### src/sv/iban_chk_pkg.sv
// Shared constants, types and mod-97 helper functions for the IBAN string checker.
package iban_chk_pkg;

    localparam logic [7:0] CH_SPACE = 8'h20;
    localparam logic [7:0] CH_ZERO  = 8'h30;
    localparam logic [7:0] CH_NINE  = 8'h39;
    localparam logic [7:0] CH_A     = 8'h41;
    localparam logic [7:0] CH_B     = 8'h42;
    localparam logic [7:0] CH_X     = 8'h58;
    localparam logic [7:0] CH_Z     = 8'h5A;

    localparam logic [5:0] FULL_LEN    = 6'd36;
    localparam logic [5:0] PREFIX_LEN  = 6'd4;
    localparam logic [6:0] CHECK_OK    = 7'd1;
    localparam logic [7:0] LETTER_BASE = 8'd10;

    // floor(2^16 / 97); the quotient estimate is at most one below the truth
    // for values under 2^14, so one correction step suffices.
    localparam logic [23:0] MOD_RECIP   = 24'd675;
    localparam logic [13:0] MODULUS_W   = 14'd97;

    typedef enum logic [2:0] {
        ST_OK          = 3'd0,
        ST_TOO_LONG    = 3'd1,
        ST_BAD_LEN     = 3'd2,
        ST_BAD_COUNTRY = 3'd3,
        ST_WRONG_KIND  = 3'd4,
        ST_BAD_CHAR    = 3'd5,
        ST_BAD_SUM     = 3'd6
    } t_status;

    // Everything the result stage needs from one finished string.
    typedef struct packed {
        logic [6:0] rem;
        logic [6:0] pre_mul;
        logic [6:0] pre_rem;
        logic       len_ok;
        logic       overflow;
        logic       bad_char;
        logic [7:0] pfx0;
        logic [7:0] pfx1;
    } t_snap;

    function automatic logic f_is_digit(input logic [7:0] ch);
        return (ch >= CH_ZERO) && (ch <= CH_NINE);
    endfunction

    function automatic logic f_is_upper(input logic [7:0] ch);
        return (ch >= CH_A) && (ch <= CH_Z);
    endfunction

    // Remainder modulo 97 of a value below 2^14.
    function automatic logic [6:0] f_mod97(input logic [13:0] x);
        logic [23:0] prod;
        logic [7:0]  q;
        logic [13:0] r;
        prod = {10'd0, x} * MOD_RECIP;
        q    = prod[23:16];
        r    = x - ({6'd0, q} * MODULUS_W);
        if (r >= MODULUS_W) begin
            r = r - MODULUS_W;
        end
        return r[6:0];
    endfunction

    // Folds one character into a remainder; an invalid character leaves it as is.
    function automatic logic [6:0] f_fold(input logic [6:0] rem, input logic [7:0] ch);
        logic [13:0] x;
        logic [7:0]  lv;
        lv = ch - CH_A + LETTER_BASE;
        x  = {7'd0, rem};
        if (f_is_digit(ch)) begin
            x = ({7'd0, rem} * 14'd10) + {10'd0, ch[3:0]};
        end else if (f_is_upper(ch)) begin
            x = ({7'd0, rem} * 14'd100) + {6'd0, lv};
        end
        return f_mod97(x);
    endfunction

    // Weight a character applies to everything folded in before it.
    function automatic logic [6:0] f_scale(input logic [6:0] mul, input logic [7:0] ch);
        logic [13:0] x;
        x = {7'd0, mul};
        if (f_is_digit(ch)) begin
            x = {7'd0, mul} * 14'd10;
        end else if (f_is_upper(ch)) begin
            x = {7'd0, mul} * 14'd100;
        end
        return f_mod97(x);
    endfunction

endpackage

### src/sv/iban_chk_accum.sv
// Per-string accumulator: length, body remainder, prefix fold and error flags.
module iban_chk_accum (
    input  logic                 i_clk,
    input  logic                 i_rst_n,
    input  logic                 i_step,
    input  logic [7:0]           i_ch,
    input  logic                 i_is_last,
    output iban_chk_pkg::t_snap  o_snap
);

    logic [5:0] r_count, n_count;
    logic [6:0] r_rem, n_rem;
    logic [6:0] r_pre_rem, n_pre_rem;
    logic [6:0] r_pre_mul, n_pre_mul;
    logic [7:0] r_pfx0, n_pfx0;
    logic [7:0] r_pfx1, n_pfx1;
    logic       r_bad, n_bad;
    logic       r_ovf, n_ovf;
    logic       ch_valid;
    iban_chk_pkg::t_snap r_snap, n_snap;

    assign ch_valid = iban_chk_pkg::f_is_digit(i_ch) || iban_chk_pkg::f_is_upper(i_ch);

    // The prefix is folded on its own, together with the factor it multiplies
    // the body remainder by, so the final check is one multiply-add.
    always_comb begin
        n_count   = r_count;
        n_rem     = r_rem;
        n_pre_rem = r_pre_rem;
        n_pre_mul = r_pre_mul;
        n_pfx0    = r_pfx0;
        n_pfx1    = r_pfx1;
        n_bad     = r_bad;
        n_ovf     = r_ovf;
        if (i_step && (i_ch != iban_chk_pkg::CH_SPACE)) begin
            if (r_count >= iban_chk_pkg::FULL_LEN) begin
                n_ovf = 1'b1;
            end else begin
                if (r_count < iban_chk_pkg::PREFIX_LEN) begin
                    if (r_count[1:0] == 2'd0) begin
                        n_pfx0 = i_ch;
                    end
                    if (r_count[1:0] == 2'd1) begin
                        n_pfx1 = i_ch;
                    end
                    n_pre_rem = iban_chk_pkg::f_fold(r_pre_rem, i_ch);
                    n_pre_mul = iban_chk_pkg::f_scale(r_pre_mul, i_ch);
                end else begin
                    n_rem = iban_chk_pkg::f_fold(r_rem, i_ch);
                end
                n_bad   = r_bad | ~ch_valid;
                n_count = r_count + 6'd1;
            end
        end
    end

    always_comb begin
        n_snap.rem      = n_rem;
        n_snap.pre_mul  = n_pre_mul;
        n_snap.pre_rem  = n_pre_rem;
        n_snap.len_ok   = (n_count == iban_chk_pkg::FULL_LEN);
        n_snap.overflow = n_ovf;
        n_snap.bad_char = n_bad;
        n_snap.pfx0     = n_pfx0;
        n_snap.pfx1     = n_pfx1;
    end

    always_ff @(posedge i_clk) begin
        if (!i_rst_n || (i_step && i_is_last)) begin
            r_count   <= '0;
            r_rem     <= '0;
            r_pre_rem <= '0;
            r_pre_mul <= 7'd1;
            r_pfx0    <= '0;
            r_pfx1    <= '0;
            r_bad     <= 1'b0;
            r_ovf     <= 1'b0;
        end else begin
            r_count   <= n_count;
            r_rem     <= n_rem;
            r_pre_rem <= n_pre_rem;
            r_pre_mul <= n_pre_mul;
            r_pfx0    <= n_pfx0;
            r_pfx1    <= n_pfx1;
            r_bad     <= n_bad;
            r_ovf     <= n_ovf;
        end
    end

    always_ff @(posedge i_clk) begin
        if (i_step && i_is_last) begin
            r_snap <= n_snap;
        end
    end

    assign o_snap = r_snap;

endmodule

### src/sv/iban_chk_result.sv
// Result stage: folds the prefix into the body remainder and picks the status.
module iban_chk_result (
    input  logic                 i_clk,
    input  logic                 i_load,
    input  logic                 i_kind,
    input  iban_chk_pkg::t_snap  i_snap,
    output logic [2:0]           o_status,
    output logic                 o_is_account
);

    logic [13:0]           mix;
    logic [6:0]            check;
    logic [7:0]            want;
    iban_chk_pkg::t_status n_status, r_status;
    logic                  n_is_acc, r_is_acc;

    assign mix   = ({7'd0, i_snap.rem} * {7'd0, i_snap.pre_mul}) + {7'd0, i_snap.pre_rem};
    assign check = iban_chk_pkg::f_mod97(mix);
    assign want  = i_kind ? iban_chk_pkg::CH_B : iban_chk_pkg::CH_A;

    always_comb begin
        if (i_snap.overflow) begin
            n_status = iban_chk_pkg::ST_TOO_LONG;
        end else if (!i_snap.len_ok) begin
            n_status = iban_chk_pkg::ST_BAD_LEN;
        end else if (i_snap.pfx1 != iban_chk_pkg::CH_X) begin
            n_status = iban_chk_pkg::ST_BAD_COUNTRY;
        end else if (i_snap.pfx0 != want) begin
            n_status = iban_chk_pkg::ST_WRONG_KIND;
        end else if (i_snap.bad_char) begin
            n_status = iban_chk_pkg::ST_BAD_CHAR;
        end else if (check != iban_chk_pkg::CHECK_OK) begin
            n_status = iban_chk_pkg::ST_BAD_SUM;
        end else begin
            n_status = iban_chk_pkg::ST_OK;
        end
        n_is_acc = (i_snap.pfx0 == iban_chk_pkg::CH_A);
    end

    always_ff @(posedge i_clk) begin
        if (i_load) begin
            r_status <= n_status;
            r_is_acc <= n_is_acc;
        end
    end

    assign o_status     = r_status;
    assign o_is_account = r_is_acc;

endmodule

### src/sv/iban_string_validator_core.sv
// Top level of the IBAN string checker: input register, handshake control and stages.
//
//   channel   direction  handshake                 payload
//   in        input      i_in_valid / o_in_ready   i_ch[7:0], i_is_last
//   out       output     o_out_valid / i_out_ready o_status[2:0], o_is_account
//   cfg       input      i_cfg_we                  i_cfg_wdata (expected kind)
//
// One character item is taken every cycle unless the last character is held up. An
// item goes input register -> accumulator (state update and snapshot register) ->
// result register before its status appears. Only the last
// character of a string can hold up the input: it waits while the snapshot
// register is full and the result register is full and not being taken.
// Other characters keep flowing. Reset is synchronous and clears all string
// state and the expected kind.
module iban_string_validator_core (
    input  logic       i_clk,
    input  logic       i_rst_n,
    input  logic       i_in_valid,
    output logic       o_in_ready,
    input  logic [7:0] i_ch,
    input  logic       i_is_last,
    output logic       o_out_valid,
    input  logic       i_out_ready,
    output logic [2:0] o_status,
    output logic       o_is_account,
    input  logic       i_cfg_we,
    input  logic       i_cfg_wdata
);

    logic       r_kind;
    logic       r_v0, n_v0;
    logic       r_v1, n_v1;
    logic       r_vo, n_vo;
    logic [7:0] r_ch;
    logic       r_last;
    logic       accept;
    logic       step;
    logic       adv1;
    logic       s1_free;
    logic       s2_free;
    iban_chk_pkg::t_snap snap;

    assign s2_free    = !r_vo || i_out_ready;
    assign adv1       = r_v1 && s2_free;
    assign s1_free    = !r_v1 || s2_free;
    assign step       = r_v0 && (!r_last || s1_free);
    assign o_in_ready = !r_v0 || step;
    assign accept     = i_in_valid && o_in_ready;

    always_comb begin
        n_v0 = accept ? 1'b1 : (step ? 1'b0 : r_v0);
        n_v1 = (step && r_last) ? 1'b1 : (adv1 ? 1'b0 : r_v1);
        n_vo = adv1 ? 1'b1 : ((r_vo && i_out_ready) ? 1'b0 : r_vo);
    end

    always_ff @(posedge i_clk) begin
        if (!i_rst_n) begin
            r_v0   <= 1'b0;
            r_v1   <= 1'b0;
            r_vo   <= 1'b0;
            r_kind <= 1'b0;
        end else begin
            r_v0 <= n_v0;
            r_v1 <= n_v1;
            r_vo <= n_vo;
            if (i_cfg_we) begin
                r_kind <= i_cfg_wdata;
            end
        end
    end

    always_ff @(posedge i_clk) begin
        if (accept) begin
            r_ch   <= i_ch;
            r_last <= i_is_last;
        end
    end

    iban_chk_accum u_accum (
        .i_clk     (i_clk),
        .i_rst_n   (i_rst_n),
        .i_step    (step),
        .i_ch      (r_ch),
        .i_is_last (r_last),
        .o_snap    (snap)
    );

    iban_chk_result u_result (
        .i_clk        (i_clk),
        .i_load       (adv1),
        .i_kind       (r_kind),
        .i_snap       (snap),
        .o_status     (o_status),
        .o_is_account (o_is_account)
    );

    assign o_out_valid = r_vo;

endmodule

### config.mk
export PLATFORM = sky130hd
export DESIGN_NAME = iban_string_validator_core
export DESIGN_NICKNAME = d
export VERILOG_FILES = /design/src/sv/iban_chk_pkg.sv /design/src/sv/iban_chk_accum.sv /design/src/sv/iban_chk_result.sv /design/src/sv/iban_string_validator_core.sv
export SDC_FILE = /design/constraint.sdc
export NUM_CORES = 1
export LEC_CHECK = 0
export ABC_AREA = 1
export ABC_CLOCK_PERIOD_IN_PS = 11900
export BUFFER_PORTS_ARGS = -buffer_cell sky130_fd_sc_hd__buf_2
export CAP_MARGIN = 20
export CORE_MARGIN = 1
export CORE_UTILIZATION = 30
export DETAILED_ROUTE_END_ITERATION = 10
export SYNTH_ARGS = -nofsm -noshare
export SYNTH_HDL_FRONTEND = slang
export SYNTH_HIERARCHICAL = 1
export SYNTH_SLANG_ARGS = --single-unit
export TNS_END_PERCENT = 30
### constraint.sdc
create_clock -name i_clk -period 11.9 [get_ports i_clk]
set_clock_uncertainty 0.1 [all_clocks]
set_input_delay 2.975 -clock i_clk [delete_from_list [all_inputs] [get_ports i_clk]]
set_output_delay 2.975 -clock i_clk [all_outputs]
set_load 0.02 [all_outputs]
==> results.ini <==
[detailed_routing]
drc_errors=0
wl_per_cell_um=12.41
vias=21170
ant_nets=0
drt-total-wl_um=58070
drt_iter0_drc=834
vias_per_cell=4.524
drtPass1Iterations=5

[logic_synthesis]
synth-seq-area-share=0.09933
yosys_warnings=6
synth_area_per_cell_um2=7.412
synth-seq-cells=102
synth.distinct_cells=62
synth_area_um2=25900
async_reset_ff_frac=0
netlist_instances=3494
ys.flop_type=edfxtp_1
synth_edf_count=53
syn_nets=4319

[layout]
final_common_cell=inv_1
antenna_cells=0
fin_cells=4680
fillers=9156
area_delta_synth_final_pct=7.648
drive_gt1_frac=0.04497
mostFrequentLayoutCells=inv_1, nand2_1, ha_1
layout.nets=4356
stdcell_area_um2=27880

[run]
cap_violations=0

[critical_path]
crit_arrival_ns=11.18
critPathLaunchType=flip-flop
crit_type=flip-flop to flip-flop
required_ns=11.91
cp_common_cell=ha_1
crit_slowest_cell=xor2_1
max_stage_delay_ns=0.53
crit_fanout=6
endpoint_kind=flip-flop
rr_worst_depth=49

[global_routing]
grt_max_degree=45
grt_use_total=0.1361
gr-total-overflow=0
grt_pass1_wl_um=98810
antenna_found_initial=5
grt_pass1_vias=20560

[timing]
rsz0062_at_grt=no
hold_viol=0
maxSlewViolCount=0
tightest_slew_ns=0.8380
fin_hold_ws_ns=0.3742
fmax_ghz=0.08947
slew_headroom=0.4393
setup_viol=0
period_minus_slack_ns=11.18
finalSetupTns_ns=0
finalCritPeriodShare=0.9392

[floorplan]
core-area_um2=85280
die_w_um=295.8
std_cell_rows=107
dieArea_um2=87510
die_y_um=295.8
initial_utilization=0.3037
io-pin-count=21

[clocking]
clockBufferDepth=2
cts_tree=built
insertion_delay_ns=0.35
cts_buffers=9
cts.htree.levels=3
cts.sinks=102
root_buffer=clkbuf_16
clk_pin_slew_ns=0.07

[hold_path]
hp-class=flip-flop to flip-flop
worstHoldPathCells=2

[place]
globalplace.congestion=0.8714
dpl_cell_area_um2=27470
portBuffers=20
place_hpwl_um=51500
dp.cells=4657

[status]
status=finished, final reports clean

area by class of cell:
type | instances | area, µm² | area share
inverters | 853 | 3204 | 0.1149
clock buffers | 9 | 225.2 | 0.008078
well taps | 1144 | 1431 | 0.05134
clock inverters | 7 | 78.83 | 0.002827
repair buffers | 49 | 317.8 | 0.01140
flip-flops and latches | 102 | 2574 | 0.09232
multi-input cells | 2516 | 20050 | 0.7191
kinds of logic (layout without fill, tap and decap cells):
logic type      Yosys count  count (layout)  share of synthesized area
flops                   102             102                    0.09933
compound gates          367             367                    0.08232
buf+inv                 876             918                     0.1285
xor+xnor                121             121                    0.04150
fa+ha+maj               810             810                     0.4429
simple gates           1218            1218                     0.2054
routing by layer:
layer	routed length [µm]	vias to the layer above	part of all wire	global-route usage
met5	58	-	0.0010	0
met4	780	10	0.013	0.02262
met3	1312	55	0.023	0.01034
met2	27100	195	0.47	0.2377
met1	28820	9718	0.50	0.1844
li1	-	11200	-	-
registers in the layout (all words and copies together), names as in the netlist:
name	count
o_out_valid	1
r_ch	8
r_kind	1
r_last	1
r_v0	1
r_v1	1
u_accum/o_snap	40
u_accum/r_bad	1
u_accum/r_count	6
u_accum/r_ovf	1
u_accum/r_pfx0	8
u_accum/r_pfx1	8
u_accum/r_pre_mul	7
u_accum/r_pre_rem	7
u_accum/r_rem	7
u_result/o_is_account	1
u_result/o_status	3
stage by stage:
stage	worst slack [ns]	util
2_1_floorplan	1.661	-
3_3_place_gp	0.6980	0.3221
3_5_place_dp	0.5359	0.3221
4_1_cts	0.4863	0.3257
5_1_grt	0.02034	0.3269
6_report	0.7231	0.3269
critical path: cells and delay by family (launching register included):
kind / cells / cell delay (ns)
fa+ha+maj: 16 / 6.25
simple gates: 16 / 1.50
xor+xnor: 4 / 1.30
compound gates: 6 / 0.99
flops: 1 / 0.52
buf+inv: 7 / 0.29
final timing paths:
check             slack [ns]                                 end                    startpoint
setup reg to reg        0.72  u_result/o_status[2]$_SDFFCE_PP0P_  u_accum/o_snap[36]$_DFFE_PP_
hold reg to reg         0.37            u_accum/r_ovf$_SDFF_PP0_      u_accum/r_ovf$_SDFF_PP0_
setup / recovery        0.72  u_result/o_status[2]$_SDFFCE_PP0P_  u_accum/o_snap[36]$_DFFE_PP_
hold / removal          0.37            u_accum/r_ovf$_SDFF_PP0_      u_accum/r_ovf$_SDFF_PP0_
timing repair:
| action | in CTS | in global routing |
|---|---|---|
| buffers inserted | 0 | 7 |
| hold buffers | 0 | 0 |
| gates resized for setup | 0 | 8 |
| endpoints found under the setup margin | 0 | 5 |
cell usage after synthesis (all sizes together), types with 3 or more instances:
cell type | count | area [µm²]
nand3 | 156 | 850.8
nor2 | 257 | 1007
o21a | 6 | 45.04
ha | 632 | 7908
o211ai | 7 | 52.55
a21oi | 173 | 892.1
buf | 13 | 86.33
a221oi | 3 | 26.28
o31ai | 8 | 60.06
nand3b | 28 | 210.2
nor3b | 4 | 35.03
o21ai | 94 | 485.5
clkbuf | 10 | 37.54
dfxtp | 49 | 980.9
o21bai | 7 | 52.55
nand2 | 654 | 2480
nand4 | 42 | 290.3
a211oi | 8 | 60.06
xnor2 | 29 | 254.0
nor3 | 38 | 195.2
nor4 | 9 | 56.30
a31oi | 21 | 131.4
fa | 178 | 3563
xor2 | 92 | 820.8
and2 | 3 | 21.27
or2 | 21 | 131.4
a21o | 26 | 195.2
inv | 851 | 3197
a31o | 3 | 26.28
o221ai | 4 | 35.03
edfxtp | 53 | 1592
Power is not shown: default switching activity piles up to over one toggle a cycle in this logic, so the estimate is an artifact.
